File: src/rtl/core/rfp_pkg.sv
// shared types, codes and constants for the rotary front panel controller
package rfp_pkg;

	localparam int PRESS_COUNT_WIDTH = 8;
	localparam int THRESH_W = 8;
	localparam int CMP_W = (PRESS_COUNT_WIDTH > THRESH_W) ? PRESS_COUNT_WIDTH : THRESH_W;
	localparam logic [PRESS_COUNT_WIDTH-1:0] PRESS_MAX = '1;

	localparam int HOUR_W = 5;
	localparam int MIN_W = 6;
	localparam int STEP_W = 5;
	localparam int CFG_IDX_W = 3;
	localparam int CFG_DATA_W = 8;

	localparam logic [MIN_W:0] MIN_PER_HOUR = 7'd60;
	localparam logic [HOUR_W:0] HOUR_PER_DAY = 6'd24;
	localparam logic [HOUR_W-1:0] LAST_HOUR = 5'd23;

	typedef enum logic [CFG_IDX_W-1:0] {
		CFG_START_HOUR   = 3'd0,
		CFG_START_MINUTE = 3'd1,
		CFG_STEP_MINUTES = 3'd2,
		CFG_SHORT_ABOVE  = 3'd3,
		CFG_SHORT_BELOW  = 3'd4,
		CFG_LONG_ABOVE   = 3'd5
	} cfg_idx_t;

	typedef enum logic [1:0] {
		ROT_NONE = 2'd0,
		ROT_NEXT = 2'd1,
		ROT_PREV = 2'd2,
		ROT_TIME = 2'd3
	} rot_ev_t;

	typedef enum logic [1:0] {
		BTN_NONE  = 2'd0,
		BTN_STOP  = 2'd1,
		BTN_PLAY  = 2'd2,
		BTN_ALARM = 2'd3
	} btn_ev_t;

	typedef struct packed {
		logic [STEP_W-1:0]   step_minutes;
		logic [THRESH_W-1:0] short_above;
		logic [THRESH_W-1:0] short_below;
		logic [THRESH_W-1:0] long_above;
	} cfg_t;

	typedef struct packed {
		logic enc_a;
		logic enc_b;
		logic button_level;
		logic slow_tick;
		logic radio_playing;
	} sample_t;

	typedef struct packed {
		logic                         latched_b;
		logic                         tracked_b;
		logic                         a_low_seen;
		logic [PRESS_COUNT_WIDTH-1:0] press_ticks;
		logic [HOUR_W-1:0]            alarm_hour;
		logic [MIN_W-1:0]             alarm_minute;
		logic                         power_state;
		logic                         alarm_on;
	} panel_state_t;

	typedef struct packed {
		rot_ev_t           rotary_event;
		btn_ev_t           button_event;
		logic [HOUR_W-1:0] alarm_hour;
		logic [MIN_W-1:0]  alarm_minute;
		logic              power_on;
		logic              alarm_enabled;
	} result_t;

endpackage

File: src/rtl/core/rfp_step.sv
// next-state and result logic for one pin sample: detent decode, alarm time, button timing
module rfp_step (
	input  rfp_pkg::sample_t     sample,
	input  rfp_pkg::cfg_t        cfg,
	input  rfp_pkg::panel_state_t cur,
	output rfp_pkg::panel_state_t nxt,
	output rfp_pkg::result_t     res
);

	logic [rfp_pkg::MIN_W:0]    min_up;
	logic [rfp_pkg::MIN_W:0]    min_wrap_down;
	logic [rfp_pkg::HOUR_W:0]   hour_inc;
	logic [rfp_pkg::MIN_W-1:0]  up_minute;
	logic [rfp_pkg::HOUR_W-1:0] up_hour;
	logic [rfp_pkg::MIN_W-1:0]  dn_minute;
	logic [rfp_pkg::HOUR_W-1:0] dn_hour;
	logic                       dir_up;
	logic                       dir_dn;
	logic                       detent;
	logic [rfp_pkg::CMP_W-1:0]  ticks_x;
	logic                       short_hit;
	logic                       long_hit;
	rfp_pkg::rot_ev_t           rot_ev;
	rfp_pkg::btn_ev_t           btn_ev;

	// time step arithmetic
	always_comb begin
		min_up = {1'b0, cur.alarm_minute} + {2'b00, cfg.step_minutes};
		hour_inc = {1'b0, cur.alarm_hour} + 6'd1;
		min_wrap_down = {1'b0, cur.alarm_minute} + rfp_pkg::MIN_PER_HOUR
			- {2'b00, cfg.step_minutes};
		if (min_up >= rfp_pkg::MIN_PER_HOUR) begin
			up_minute = rfp_pkg::MIN_W'(min_up - rfp_pkg::MIN_PER_HOUR);
			if (hour_inc >= rfp_pkg::HOUR_PER_DAY) begin
				up_hour = '0;
			end else begin
				up_hour = hour_inc[rfp_pkg::HOUR_W-1:0];
			end
		end else begin
			up_minute = min_up[rfp_pkg::MIN_W-1:0];
			up_hour = cur.alarm_hour;
		end
		if ({1'b0, cur.alarm_minute} < {2'b00, cfg.step_minutes}) begin
			dn_minute = min_wrap_down[rfp_pkg::MIN_W-1:0];
			if (cur.alarm_hour == '0) begin
				dn_hour = rfp_pkg::LAST_HOUR;
			end else begin
				dn_hour = cur.alarm_hour - 5'd1;
			end
		end else begin
			dn_minute = cur.alarm_minute - {1'b0, cfg.step_minutes};
			dn_hour = cur.alarm_hour;
		end
	end

	assign detent = sample.enc_a && cur.a_low_seen;
	assign dir_up = detent && !cur.latched_b && cur.tracked_b;
	assign dir_dn = detent && cur.latched_b && !cur.tracked_b;

	assign ticks_x = rfp_pkg::CMP_W'(cur.press_ticks);
	assign short_hit = sample.button_level
		&& (ticks_x > rfp_pkg::CMP_W'(cfg.short_above))
		&& (ticks_x < rfp_pkg::CMP_W'(cfg.short_below));
	assign long_hit = sample.button_level && (ticks_x > rfp_pkg::CMP_W'(cfg.long_above));

	always_comb begin
		nxt = cur;
		rot_ev = rfp_pkg::ROT_NONE;
		btn_ev = rfp_pkg::BTN_NONE;

		// encoder: latch b while a high, track b while a low
		if (sample.enc_a) begin
			nxt.a_low_seen = 1'b0;
			nxt.latched_b = sample.enc_b;
			if (dir_up) begin
				if (sample.radio_playing) begin
					rot_ev = rfp_pkg::ROT_NEXT;
				end else begin
					rot_ev = rfp_pkg::ROT_TIME;
					nxt.alarm_minute = up_minute;
					nxt.alarm_hour = up_hour;
				end
			end else if (dir_dn) begin
				if (sample.radio_playing) begin
					rot_ev = rfp_pkg::ROT_PREV;
				end else begin
					rot_ev = rfp_pkg::ROT_TIME;
					nxt.alarm_minute = dn_minute;
					nxt.alarm_hour = dn_hour;
				end
			end
		end else begin
			nxt.tracked_b = sample.enc_b;
			nxt.a_low_seen = 1'b1;
		end

		// button: count ticks while held, classify on release
		if (!sample.button_level) begin
			if (sample.slow_tick && cur.press_ticks != rfp_pkg::PRESS_MAX) begin
				nxt.press_ticks = cur.press_ticks + 1'b1;
			end
		end else begin
			nxt.press_ticks = '0;
			if (short_hit) begin
				if (sample.radio_playing) begin
					btn_ev = rfp_pkg::BTN_STOP;
					nxt.power_state = 1'b0;
				end else begin
					btn_ev = rfp_pkg::BTN_PLAY;
					nxt.power_state = 1'b1;
				end
			end
			if (long_hit) begin
				btn_ev = rfp_pkg::BTN_ALARM;
				nxt.alarm_on = !cur.alarm_on;
			end
		end
	end

	always_comb begin
		res.rotary_event = rot_ev;
		res.button_event = btn_ev;
		res.alarm_hour = nxt.alarm_hour;
		res.alarm_minute = nxt.alarm_minute;
		res.power_on = nxt.power_state;
		res.alarm_enabled = nxt.alarm_on;
	end

endmodule

File: src/rtl/core/rotary_front_panel_controller_top.sv
// top level of the rotary front panel controller: sample register, state, result register
// Usage:
//   in channel: one word per pin sample (enc_a, enc_b, button_level, slow_tick,
//   radio_playing), accepted when in_valid and in_ready are high.
//   out channel: one result word per sample (rotary_event, button_event, alarm
//   time, power_on, alarm_enabled), taken when out_valid and out_ready are high.
//   cfg channel: cfg_index selects a register, cfg_data is written when cfg_valid
//   and cfg_ready are high; cfg_ready is always high. Write only while idle.
//   Writing the start hour or start minute also loads the kept alarm time.
// Flow: a sample lands in the input register, and its result is registered in the
// output register, which raises out_valid.
// Throughput: one sample per cycle while results are taken, as the panel state is
// updated combinationally between the input register and the output register.
// Reset: registers return to defaults, alarm time 00:00, power on, alarm off,
// encoder and press counter cleared; both channels hold no word.
// Stall: a held result keeps the output register; one more sample waits in the
// input register, and in_ready drops only when both are full.
module rotary_front_panel_controller_top (
	input  logic                              clk,
	input  logic                              arst_n,
	input  logic                              in_valid,
	output logic                              in_ready,
	input  logic                              enc_a,
	input  logic                              enc_b,
	input  logic                              button_level,
	input  logic                              slow_tick,
	input  logic                              radio_playing,
	output logic                              out_valid,
	input  logic                              out_ready,
	output logic [1:0]                        rotary_event,
	output logic [1:0]                        button_event,
	output logic [rfp_pkg::HOUR_W-1:0]        alarm_hour_out,
	output logic [rfp_pkg::MIN_W-1:0]         alarm_minute_out,
	output logic                              power_on,
	output logic                              alarm_enabled,
	input  logic                              cfg_valid,
	output logic                              cfg_ready,
	input  logic [rfp_pkg::CFG_IDX_W-1:0]     cfg_index,
	input  logic [rfp_pkg::CFG_DATA_W-1:0]    cfg_data
);

	rfp_pkg::cfg_t         cfg_q;
	rfp_pkg::panel_state_t state_q;
	rfp_pkg::panel_state_t state_nxt;
	rfp_pkg::sample_t      sample_s1;
	logic                  valid_s1;
	rfp_pkg::result_t      res_nxt;
	rfp_pkg::result_t      res_q;
	logic                  out_valid_q;
	logic                  advance;
	logic                  cfg_wr;

	assign cfg_ready = 1'b1;
	assign cfg_wr = cfg_valid && cfg_ready;

	assign advance = valid_s1 && (!out_valid_q || out_ready);
	assign in_ready = !valid_s1 || advance;

	rfp_step u_step (
		.sample (sample_s1),
		.cfg    (cfg_q),
		.cur    (state_q),
		.nxt    (state_nxt),
		.res    (res_nxt)
	);

	// configuration registers
	always_ff @(posedge clk or negedge arst_n) begin
		if (!arst_n) begin
			cfg_q.step_minutes <= 5'd5;
			cfg_q.short_above <= 8'd5;
			cfg_q.short_below <= 8'd12;
			cfg_q.long_above <= 8'd25;
		end else if (cfg_wr) begin
			case (cfg_index)
				rfp_pkg::CFG_STEP_MINUTES: cfg_q.step_minutes <= cfg_data[rfp_pkg::STEP_W-1:0];
				rfp_pkg::CFG_SHORT_ABOVE:  cfg_q.short_above <= cfg_data;
				rfp_pkg::CFG_SHORT_BELOW:  cfg_q.short_below <= cfg_data;
				rfp_pkg::CFG_LONG_ABOVE:   cfg_q.long_above <= cfg_data;
				default: ;
			endcase
		end
	end

	// panel state; a start time write loads the kept alarm time
	always_ff @(posedge clk or negedge arst_n) begin
		if (!arst_n) begin
			state_q.latched_b <= 1'b0;
			state_q.tracked_b <= 1'b0;
			state_q.a_low_seen <= 1'b0;
			state_q.press_ticks <= '0;
			state_q.alarm_hour <= '0;
			state_q.alarm_minute <= '0;
			state_q.power_state <= 1'b1;
			state_q.alarm_on <= 1'b0;
		end else if (cfg_wr) begin
			case (cfg_index)
				rfp_pkg::CFG_START_HOUR:
					state_q.alarm_hour <= cfg_data[rfp_pkg::HOUR_W-1:0];
				rfp_pkg::CFG_START_MINUTE:
					state_q.alarm_minute <= cfg_data[rfp_pkg::MIN_W-1:0];
				default: ;
			endcase
		end else if (advance) begin
			state_q <= state_nxt;
		end
	end

	// input register
	always_ff @(posedge clk or negedge arst_n) begin
		if (!arst_n) begin
			valid_s1 <= 1'b0;
		end else if (in_ready) begin
			valid_s1 <= in_valid;
		end
	end

	always_ff @(posedge clk) begin
		if (in_valid && in_ready) begin
			sample_s1.enc_a <= enc_a;
			sample_s1.enc_b <= enc_b;
			sample_s1.button_level <= button_level;
			sample_s1.slow_tick <= slow_tick;
			sample_s1.radio_playing <= radio_playing;
		end
	end

	// result register
	always_ff @(posedge clk or negedge arst_n) begin
		if (!arst_n) begin
			out_valid_q <= 1'b0;
		end else if (advance) begin
			out_valid_q <= 1'b1;
		end else if (out_ready) begin
			out_valid_q <= 1'b0;
		end
	end

	always_ff @(posedge clk) begin
		if (advance) begin
			res_q <= res_nxt;
		end
	end

	assign out_valid = out_valid_q;
	assign rotary_event = res_q.rotary_event;
	assign button_event = res_q.button_event;
	assign alarm_hour_out = res_q.alarm_hour;
	assign alarm_minute_out = res_q.alarm_minute;
	assign power_on = res_q.power_on;
	assign alarm_enabled = res_q.alarm_enabled;

endmodule

File: config.mk
export PLATFORM = sky130hd
export DESIGN_NAME = rotary_front_panel_controller_top
export DESIGN_NICKNAME = d
export VERILOG_FILES = /design/src/rtl/core/rfp_pkg.sv /design/src/rtl/core/rfp_step.sv /design/src/rtl/core/rotary_front_panel_controller_top.sv
export SDC_FILE = /design/constraint.sdc
export NUM_CORES = 1
export LEC_CHECK = 0
export ABC_AREA = 1
export BUFFER_PORTS_ARGS = -buffer_cell sky130_fd_sc_hd__buf_2
export CAP_MARGIN = 20
export CORE_AREA = 10 10 104 129
export DETAILED_ROUTE_END_ITERATION = 8
export DIE_AREA = 0 0 114 139
export GPL_ROUTABILITY_DRIVEN = 0
export PLACE_DENSITY = 0.67
export SLEW_MARGIN = 10
export SYNTH_ARGS = -nofsm -noshare
export SYNTH_HDL_FRONTEND = slang
export SYNTH_HIERARCHICAL = 1
export SYNTH_SLANG_ARGS = --single-unit
export TNS_END_PERCENT = 1
File: constraint.sdc
create_clock -name clk -period 3.6 [get_ports clk]
set_input_delay 0.72 -clock clk [delete_from_list [all_inputs] [get_ports clk]]
set_output_delay 0.72 -clock clk [all_outputs]
set_load 0.01 [all_outputs]
Word-level counts from Yosys, hierarchy flattened
Index checks and enable logic that the tools add are counted.
{ "word_totals": {"ff_bits": 77, "inputBits": 21, "output_inout_bits": 20, "word_cells": 113} }
{ "classes": {"addsub": 8, "n_lt_le_gt_ge": 6, "eq_ne": 8, "n_mux": 31, "bitwise": 2, "reduce_logical": 33} }
{ "ops": {"columns": ["operator", "count"], "rows": [
  ["$mux W11", 6],
  ["$mux W5", 5],
  ["$mux W6", 3],
  ["$gt A8 B8 Y1", 2],
  ["$mux W8", 2],
  ["$mux W2", 7],
  ["$reduce_and A2 Y1", 7],
  ["$mux W13", 1],
  ["$sub A6 B5 Y6", 2],
  ["$logic_and A1 B1 Y1", 11],
  ["$reduce_and A3 Y1", 3],
  ["$add A8 B1 Y8 const B", 1],
  ["$lt A8 B8 Y1", 1],
  ["$ne A8 B8 Y1 const B", 1],
  ["$add A6 B5 Y7", 1],
  ["$ge A7 B6 Y1 const B", 1],
  ["$mux W1", 7],
  ["$add A5 B1 Y6 const B", 1],
  ["$add A6 B6 Y6 const B", 1],
  ["$eq A3 B2 Y1 const B", 2],
  ["$eq A3 B3 Y1 const B", 2],
  ["$ge A6 B5 Y1 const B", 1],
  ["$lt A6 B5 Y1", 1],
  ["$reduce_bool A2 Y1", 3],
  ["9 further kinds", 16]
]} }

Depth between registers and ports, before layout
Gate-level depths: netlist (run 1).
{ "logic_depth": {"depth_word": 9, "ltp_mapped": 23, "depth_no_buf": 22} }

Modules after synthesis
Netlist (run 1), hierarchy kept.
{ "modules_own_cells": {"columns": ["mod", "instances", "cells_each", "area_per_inst_um2", "seq_area_each_um2"], "rows": [
  ["rotary_front_panel_controller_top", 1, 280, 3021.6, 2049.5],
  ["rfp_step", 1, 383, 2329.7, 0.0]
]} }

Worst setup path after synthesis (run 1)
Ideal clock, no wire load.
{ "synth_timing": {"kind": "reg2reg", "from": "reg cfg_q[26] (netlist name)", "to": "reg res_q, in the netlist alarm_hour_out[2], data pin", "setup_ps": 251, "arrival_ps": 2564, "required_ps": 3349, "slack_ps": 785, "path_stages_with_launch": 23, "path_buffers": 2, "period_less_slack_ps": 2815, "path_cell_list": "dfstp_2 inv_1 ha_1 buf_6 inv_4 a21oi_2 nand2_1 nand2_1 nand2_1 inv_1 ha_1 inv_1 nor3b_1 nand3_1 o21ai_2 nand2_2 nand2_4 nand3_1 nand2_1 inv_2 nand2_1 nand2_1 buf_4"} }
{ "synth_lines": {"columns": ["element", "line", "text"], "rows": [
  ["start: declaration", "rotary_front_panel_controller_top.sv:42", "rfp_pkg::cfg_t cfg_q;"],
  ["end signal: assignment", "rotary_front_panel_controller_top.sv:141", "res_q <= res_nxt;"],
  ["end: declaration", "rotary_front_panel_controller_top.sv:48", "rfp_pkg::result_t res_q;"]
]} }

==> flow_metrics.py, run 1 <==
metrics = {
    "synthesis": {
        "ys_warn_count": 6,
        "yosysUniqueCellTypes": 45,
        "async_flop_share_pct": 71.4,
        "netlist_area_sq_mm": 0.00535,
        "synth-seq-cells": 77,
        "synth_area_per_cell_sq_um": 8.07,
        "seq_area_frac_synth_pct": 38.3,
        "syn-num-nets": 732,
        "synth_flop_cell": "dfrtp_1",
        "synth_edf_count": 22,
        "syn_inst": 663,
    },
    "finish": {
        "instances_no_fill": 829,
        "syn_to_final_growth_pct": 9.59,
        "diodes": 0,
        "mostFrequentLayoutCells": "nand2_1, inv_1, nand3_1",
        "drive_above_1_share_pct": 15.6,
        "multi_input_area_sq_mm": 0.00274,
        "final_common_cell": "nand2_1",
        "layout.nets": 758,
        "final-seq-area_sq_mm": 0.00205,
        "fillers": 1060,
    },
    "floorplanning": {
        "die_h_microns": 139,
        "num_io_pins": 41,
        "die_area_sq_mm": 0.0158,
        "die_x_microns": 114,
        "core-area_sq_mm": 0.0110,
        "rows": 43,
        "start_util_pct": 48.8,
    },
    "critical_path": {
        "crit_path_end_kind": "flip-flop",
        "critPathArrivalTime_ns": 3.37,
        "path_max_fanout": 10,
        "ff2ff_setup_slack_ns": 0.44,
        "max_stage_delay_ns": 0.55,
        "crit_top_cell": "nand2_1",
        "crit_required_ns": 3.82,
        "path_cells": "inv_1 > ha_1 > inv_4 > a21oi_2 > nand2_1 > nand2_1 > nand2_1 > inv_1 > ha_1 > inv_1 > nor3b_1 > nand3_1 > o21ai_2 > nand2_2 > nand2_4 > nand3_1 > nand2_1 > inv_2 > nand2_1 > nand2_1 > nand2_1 > nand3_1",
        "timing.rr.end": "state_q[10]",
        "ff2ff_path_depth": 22,
        "critical_path_class": "reg2reg",
        "r2r-start": "cfg_q[26]",
        "start_kind": "flip-flop",
        "slowest_stage": "dfstp_2",
    },
    "pwr": {
        "peakVddDrop_v": 0.000264,
        "power.density_mw_per_mm2": 691,
        "p_leak_nw": 2.95,
        "power.total_mw": 4.05,
    },
    "clocking": {
        "cts_resized": 0,
        "clock_latency_ns": 0.34,
        "htreeDepth": 3,
        "cts_hold_buffers": 0,
        "cts_buffer_depth": 2,
        "postCtsSetupRepairBufs": 0,
        "numCtsBuffers": 9,
        "clock_sinks": 77,
        "cts_tree": "yes",
        "root_buffer": "clkbuf_16",
        "clkTransAtPathRegs_ns": 0.06,
    },
    "timing": {
        "period_needed_ns": 3.16,
        "worst_slew_pin_slew_ns": 0.691,
        "final-hold-violation-count": 0,
        "rsz0062_at_grt": "false",
        "hold_ws_ns": 0.321,
        "slew_violations": 0,
        "period_share_pct": 87.7,
        "fmax_mhz": 317,
        "setup_violations": 0,
        "fin_skew_ns": 0.00929,
        "maxSlewHeadroom_pct": 53.9,
        "setup-tns-final_ns": 0,
    },
    "flow_run": {
        "maxCapViolations": 0,
    },
    "detailed_routing": {
        "dr_total_vias": 4429,
        "drtAntennaViolNets": 0,
        "drt_iter0_drc": 258,
        "finalWirelength_microns": 12900,
        "wl_per_cell_microns": 15.5,
        "via_per_inst": 5.34,
        "drc_errors": 0,
        "first_pass_iters": 6,
    },
    "placement": {
        "dpl.cell_count": 813,
        "io_buffer_count": 39,
        "dp_hpwl_microns": 9990,
    },
    "status": {
        "status": "completed",
    },
    "global_route": {
        "grt_util_all_layers_pct": 16.6,
        "antenna_found_initial": 0,
        "grt_pass1_vias": 4372,
        "grt_pass1_wl_microns": 21500,
        "grt_max_degree": 28,
        "gr-total-overflow": 0,
    },
    "hold_path": {
        "hp-class": "in2async",
    },
}
[worst max-delay path, delay by kind of cell (launching register included)]
| kind | cells | cell delay (ns) |
|---|---|---|
| compound gates | 2 | 0.22 |
| simple gates | 13 | 1.21 |
| flops | 1 | 0.55 |
| fa+ha+maj | 2 | 0.70 |
| buf+inv | 5 | 0.35 |
[synth_stat cells, drive strengths merged (3+ instances only)]
cell type	n	share of area, %
nor3	8	0.75
nand3b	3	0.42
a21oi	31	3.2
edfxtp	22	12
o211ai	10	1.4
buf	23	3.3
nand3	62	6.5
xor2	6	0.98
dfrtp	45	21
dfstp	10	4.9
ha	44	10
inv	99	7.0
nor2	25	2.9
nand2	197	15
clkbuf	3	0.21
fa	4	1.5
o21ai	53	5.1
nand4	6	0.70
xnor2	3	0.84
[flip-flops by register name, indices dropped and copies added, names as in the netlist]
register,count
rotary_event,2
alarm_hour_out,5
valid_s1,1
state_q,24
out_valid,1
button_event,2
sample_s1,5
power_on,1
alarm_minute_out,6
cfg_q,29
alarm_enabled,1
[how the worst max path moves through the flow]
stage | start | to | slack (ns) | depth (start not counted)
3_3_place_gp | cfg_q[26] | state_q[8] | 0.60 | 22
2_1_floorplan | cfg_q[26] | alarm_hour_out[2] | 0.79 | 22
5_1_grt | cfg_q[26] | state_q[10] | 0.10 | 22
3_5_place_dp | cfg_q[26] | state_q[8] | 0.51 | 22
6_report | cfg_q[26] | state_q[10] | 0.44 | 22
4_1_cts | cfg_q[26] | state_q[10] | 0.48 | 22
[stage by stage]
step	cell area [sq um]	worst slack (ns)	util [%]
final	5860	0.444	53.4
after global routing	5860	0.100	53.4
after CTS	5860	0.477	53.4
after detailed placement	5540	0.507	50.5
after global placement	5540	0.602	50.5
after floorplan	5350	0.785	-
[layer usage]
metal | share of wire (%) | up-vias | GRT usage (%)
li1 | - | 2203 | -
met1 | 41 | 2061 | 19.1
met2 | 52 | 136 | 29.2
met3 | 4.9 | 29 | 3.25
met4 | 2.6 | 0 | 5.82
met5 | 0 | - | 0
[cell families after synthesis]
kind of cell / count (synthesis) / share of synthesized area [%]
flip-flops: 77 / 38.3
AO/OA/AOI/OAI: 100 / 10.5
XOR/XNOR: 9 / 1.82
adder cells (fa/ha/maj): 48 / 11.8
AND/OR/NAND/NOR: 303 / 26.9
other: 1 / 0.0701
buffers and inverters: 125 / 10.6
[report_power, final]
part / total, mW / switching [mW] / internal, mW
clock: 0.976 / 0.367 / 0.609
sequential: 1.35 / 0.199 / 1.15
combinational: 1.72 / 1.08 / 0.642
[layout make-up]
| class | instances | share of cell area, % |
|---|---|---|
| clock inverter | 7 | 1.66 |
| multi-input combinational | 461 | 46.7 |
| timing repair buffer | 41 | 3.58 |
| sequential | 77 | 34.9 |
| inverter | 99 | 6.42 |
| clock buffer | 9 | 3.84 |
| tap | 135 | 2.88 |
No activity file was read; power rests on OpenSTA's default activity.
==> run 2: changes to the inputs <==
PLACE_DENSITY = not set   (was 0.67)
PLACE_DENSITY_LB_ADDON = 0.2   (was not set)
RECOVER_POWER = 25   (was not set)
==> flow_metrics.py, run 2 (synthesis results as in run 1) <==
metrics = {
    "global_route": {
        "grt_util_all_layers_pct": 16.5,
        "grt_pass1_wl_microns": 21200,
        "grt_pass1_vias": 4302,
        "gr-total-overflow": 0,
        "antenna_found_initial": 0,
        "grt_max_degree": 37,
    },
    "detailed_routing": {
        "wl_per_cell_microns": 15.6,
        "first_pass_iters": 5,
        "drc_errors": 0,
        "finalWirelength_microns": 12900,
        "drt_iter0_drc": 242,
        "dr_total_vias": 4387,
        "via_per_inst": 5.29,
        "drtAntennaViolNets": 0,
    },
    "pwr": {
        "p_leak_nw": 2.93,
        "p_switching_mw": 1.64,
        "peakVddDrop_v": 0.000259,
        "power.density_mw_per_mm2": 686,
        "power.share.clock_pct": 22.7,
        "intPower_mw": 2.36,
        "swShare_pct": 41.1,
        "p_comb_share_pct": 43.6,
        "seq_power_share_pct": 33.7,
    },
    "finish": {
        "final-seq-area_sq_mm": 0.00205,
        "mostFrequentLayoutCells": "nand2_1, inv_1, nand3_1",
        "diodes": 0,
        "final_util_pct": 53.1,
        "regMostFlops": "cfg_q",
        "multi_input_area_sq_mm": 0.00273,
        "drive_above_1_share_pct": 14.8,
        "instances_no_fill": 829,
        "fillers": 1067,
        "syn_to_final_growth_pct": 8.86,
        "final_common_cell": "nand2_1",
        "layout.nets": 758,
        "largest_reg_flops": 29,
    },
    "clocking": {
        "cts_tree": "yes",
        "clock_latency_ns": 0.34,
        "cts_resized": 0,
        "postCtsSetupRepairBufs": 0,
        "cts_hold_buffers": 0,
        "numCtsBuffers": 9,
        "clock_sinks": 77,
        "cts_buffer_depth": 2,
        "clkTransAtPathRegs_ns": 0.07,
        "root_buffer": "clkbuf_16",
        "htreeDepth": 3,
    },
    "timing": {
        "setup-tns-final_ns": 0,
        "layout_setup_ws_ns": 0.434,
        "hold_ws_ns": 0.471,
        "worst_slew_pin_slew_ns": 2.04,
        "fin_skew_ns": 0.0125,
        "fmax_mhz": 316,
        "slew_violations": 37,
        "setup_violations": 0,
        "maxSlewHeadroom_pct": -35.9,
        "period_share_pct": 87.9,
        "rsz0062_at_grt": "false",
        "final-hold-violation-count": 0,
        "period_needed_ns": 3.17,
    },
    "critical_path": {
        "path_max_fanout": 10,
        "crit_top_cell": "nand2_1",
        "crit_path_end_kind": "flip-flop",
        "ff2ff_setup_slack_ns": 0.43,
        "crit_required_ns": 3.87,
        "start_kind": "flip-flop",
        "critPathArrivalTime_ns": 3.44,
        "max_stage_delay_ns": 0.55,
        "slowest_stage": "dfstp_2",
        "path_cells": "inv_1 > ha_1 > inv_4 > a21oi_2 > nand2_1 > nand2_1 > nand2_1 > inv_1 > ha_1 > inv_1 > nor3b_1 > nand3_1 > o21ai_2 > nand2_2 > nand2_4 > nand2_4 > nand2_2 > nand2_1 > o21ai_1 > nand2_1 > nand3_1",
        "critical_path_class": "reg2reg",
    },
    "placement": {
        "dp_hpwl_microns": 10000,
        "io_buffer_count": 39,
        "dpl.cell_count": 813,
        "preCtsSetupSlack_ns": 0.488,
    },
    "floorplanning": {
        "rows": 43,
        "die_h_microns": 139,
        "start_util_pct": 48.8,
        "die_x_microns": 114,
        "die_area_sq_mm": 0.0158,
        "core-area_sq_mm": 0.0110,
        "num_io_pins": 41,
    },
    "hold_path": {
        "hp-class": "reg2reg",
    },
    "flow_run": {
        "maxCapViolations": 1,
    },
    "status": {
        "status": "finished with violations",
        "violations": "max-capacitance violations, max-slew violations",
    },
}
-- run 2: final timing paths --
kind,from,endpoint,cells after the start
setup / recovery,cfg_q[26],state_q[9],21
hold / removal,state_q[1],state_q[1],2
setup reg to reg,cfg_q[26],state_q[9],21
hold reg to reg,state_q[1],state_q[1],2
max in group asynchronous,arst_n,cfg_q[18],2
min in group asynchronous,arst_n,state_q[12],1
-- run 2: stage by stage --
step,power [mW],area [sq um]
after floorplan,2.75,5350
after global placement,3.04,5540
after detailed placement,3.09,5540
after CTS,4.01,5840
after global routing,4.32,5830
final,4.00,5830
-- run 2: power groups by stage --
stage	Clock, mW	Sequential [mW]	Combinational (mW)
CTS	0.927	1.35	1.74
floorplan	0	1.34	1.41
finish	0.905	1.35	1.74
global placement	0	1.36	1.69
detailed placement	0	1.36	1.73
global route	0.969	1.37	1.98
-- run 2: critical path, delay by kind of cell, from the launching register on --
kind / cells / cell delay [ns]
DFF: 1 / 0.55
and+or+nand+nor: 12 / 1.13
AOI/OAI and AO/OA: 3 / 0.41
adders and majority gates: 2 / 0.71
buffers and inverters: 4 / 0.31
-- run 2: final cells by class --
type	count	area share, %
flip-flops and latches	77	35.2
well taps	135	2.90
clock buffers	12	4.23
inverters	99	6.46
repair buffers	41	3.59
multi-input cells	461	46.8
clock inverters	4	0.838
-- run 2: layer usage --
layer  track usage (%)  wire length, microns  up-vias
met5                 0                     0        -
met4              7.53                   380        0
met3              3.46                   632       24
met2              29.6                  6800      128
met1              17.8                  5130     2038
li1                  -                     -     2197
==> run 3: changes to the inputs <==
ABC_AREA = not set   (was 1)
CORE_AREA = 10 10 104 130   (was 10 10 104 129)
DIE_AREA = 0 0 114 140   (was 0 0 114 139)
==> flow_metrics.py, run 3 <==
metrics = {
    "detailed_routing": {
        "via_per_inst": 5.80,
        "wl_per_cell_microns": 18.3,
        "drt_iter0_drc": 249,
        "dr_total_vias": 3914,
        "drtAntennaViolNets": 0,
        "drc_errors": 0,
        "finalWirelength_microns": 12400,
        "first_pass_iters": 5,
    },
    "hold_path": {
        "hp-class": "in2async",
    },
    "clocking": {
        "root_buffer": "clkbuf_16",
        "postCtsSetupRepairBufs": 0,
        "numCtsBuffers": 9,
        "cts_buffer_depth": 2,
        "cts_tree": "yes",
        "cts_resized": 0,
        "clock_latency_ns": 0.33,
        "clkTransAtPathRegs_ns": 0.06,
        "clock_sinks": 77,
        "cts_hold_buffers": 0,
        "htreeDepth": 3,
    },
    "pwr": {
        "peakVddDrop_v": 0.000285,
        "p_leak_nw": 2.57,
        "power.density_mw_per_mm2": 686,
    },
    "critical_path": {
        "timing.rr.end": "state_q[8]",
        "ff2ff_setup_slack_ns": 0.20,
        "start_kind": "flip-flop",
        "crit_path_end_kind": "flip-flop",
        "path_max_fanout": 12,
        "ff2ff_path_depth": 14,
        "r2r-start": "cfg_q[26]",
        "critical_path_class": "reg2reg",
        "critPathArrivalTime_ns": 3.59,
        "crit_required_ns": 3.79,
    },
    "synthesis": {
        "synth_flop_cell": "dfrtp_1",
        "yosysUniqueCellTypes": 75,
        "yosys.area.top_type": "dfrtp_1",
        "synth_area_per_cell_sq_um": 10.5,
        "synth_commonest_cells": "inv_1, mux2_2, dfrtp_1",
        "async_flop_share_pct": 71.4,
        "synth_top_cell_area_share_pct": 20.9,
        "synth-seq-cells": 77,
        "ys_warn_count": 6,
        "seq_area_frac_synth_pct": 38.0,
        "netlist_area_sq_mm": 0.00539,
        "synth_edf_count": 22,
        "syn-num-nets": 583,
        "ys_top_cells_by_area": "dfrtp_1, edfxtp_1, ha_1",
        "syn_inst": 514,
    },
    "floorplanning": {
        "die_x_microns": 114,
        "die_area_sq_mm": 0.0160,
        "rows": 43,
        "die_h_microns": 140,
        "num_io_pins": 41,
        "start_util_pct": 49.1,
        "core-area_sq_mm": 0.0110,
    },
    "finish": {
        "layout.nets": 604,
        "diodes": 0,
        "regMostFlops": "cfg_q",
        "largest_reg_flops": 29,
        "mostFrequentLayoutCells": "inv_1, mux2_2, dfrtp_1, ha_1, buf_2",
        "syn_to_final_growth_pct": 8.31,
        "drive_above_1_share_pct": 25.2,
    },
    "global_route": {
        "grt_max_degree": 43,
        "grt_pass1_wl_microns": 20500,
        "antenna_found_initial": 0,
        "grt_pass1_vias": 4056,
        "grt_util_all_layers_pct": 15.8,
        "gr-total-overflow": 0,
    },
    "timing": {
        "period_needed_ns": 3.40,
        "setup-tns-final_ns": 0,
        "fin_skew_ns": 0.00518,
        "layout_setup_ws_ns": 0.197,
        "worst_slew_pin_slew_ns": 1.09,
        "maxSlewHeadroom_pct": 27.5,
        "period_share_pct": 94.5,
        "final-hold-violation-count": 0,
        "slew_violations": 0,
        "fmax_mhz": 294,
        "hold_ws_ns": 0.444,
        "setup_violations": 0,
        "rsz0062_at_grt": "false",
    },
    "flow_run": {
        "maxCapViolations": 0,
    },
    "placement": {
        "dp_hpwl_microns": 9250,
        "preCtsSetupSlack_ns": 0.238,
        "io_buffer_count": 39,
    },
    "status": {
        "status": "completed",
    },
}
[run 3: layer usage]
layer  vias to the layer above  share of wire, %  GRT usage [%]
met2                       100                52           28.0
met5                         -                 0              0
met1                      1922                42           18.6
met4                         0               1.4           4.89
li1                       1878                 -              -
met3                        14               4.2           3.21
[run 3: area by class of cell]
| cell class | instances | area (sq um) |
|---|---|---|
| flip-flops and latches | 77 | 2050 |
| multi-input cells | 354 | 2920 |
| clock inverters | 4 | 26.3 |
| clock buffers | 12 | 246 |
| well taps | 135 | 169 |
| inverters | 50 | 201 |
| repair buffers | 43 | 221 |
| fillers | 1005 | 5140 |
[run 3: critical path, stage by stage, from the launching register on]
cell and delay (ns):
dfstp_2 0.55, inv_1 0.08, ha_1 0.47, nor2_1 0.08, nor2_1 0.12, xnor2_1 0.16, ha_1 0.23, nand3b_1 0.10
and2_1 0.16, a21oi_1 0.17, o22ai_2 0.25, or3_1 0.41, and3_1 0.19, a22oi_1 0.17, o22ai_1 0.11
[run 3: power by group]
group,internal [mW],total [mW],switching [mW]
Clock,0.485,0.842,0.357
Combinational,0.804,1.80,0.998
Sequential,1.13,1.36,0.228
[run 3: through the flow]
step,utilization [%],std cells,area (sq um),total power [mW]
after floorplan,-,514,5390,2.82
after global placement,50.7,659,5570,3.11
after detailed placement,50.7,659,5570,3.16
after CTS,53.2,675,5840,4.02
after global routing,53.2,675,5840,4.31
final,53.2,675,5840,4.01
[run 3: worst max path at each step]
| stage | start | endpoint | slack (ns) | depth (start not counted) |
|---|---|---|---|---|
| 5_1_grt | cfg_q[26] | state_q[12] | 0.005 | 14 |
| 3_3_place_gp | cfg_q[26] | state_q[8] | 0.41 | 14 |
| 4_1_cts | cfg_q[26] | state_q[8] | 0.23 | 14 |
| 2_1_floorplan | cfg_q[26] | alarm_hour_out[2] | 0.63 | 15 |
| 3_5_place_dp | cfg_q[26] | state_q[8] | 0.24 | 14 |
| 6_report | cfg_q[26] | state_q[8] | 0.20 | 14 |
[run 3: kinds of logic after synthesis]
logic type / share of synthesized area [%]
buffers and inverters: 7.75
multiplexers: 12.8
other: 0.0696
adder cells (fa/ha/maj): 11.7
AO/OA/AOI/OAI: 14.0
AND/OR/NAND/NOR: 12.9
XOR/XNOR: 2.76
flip-flops: 38.0
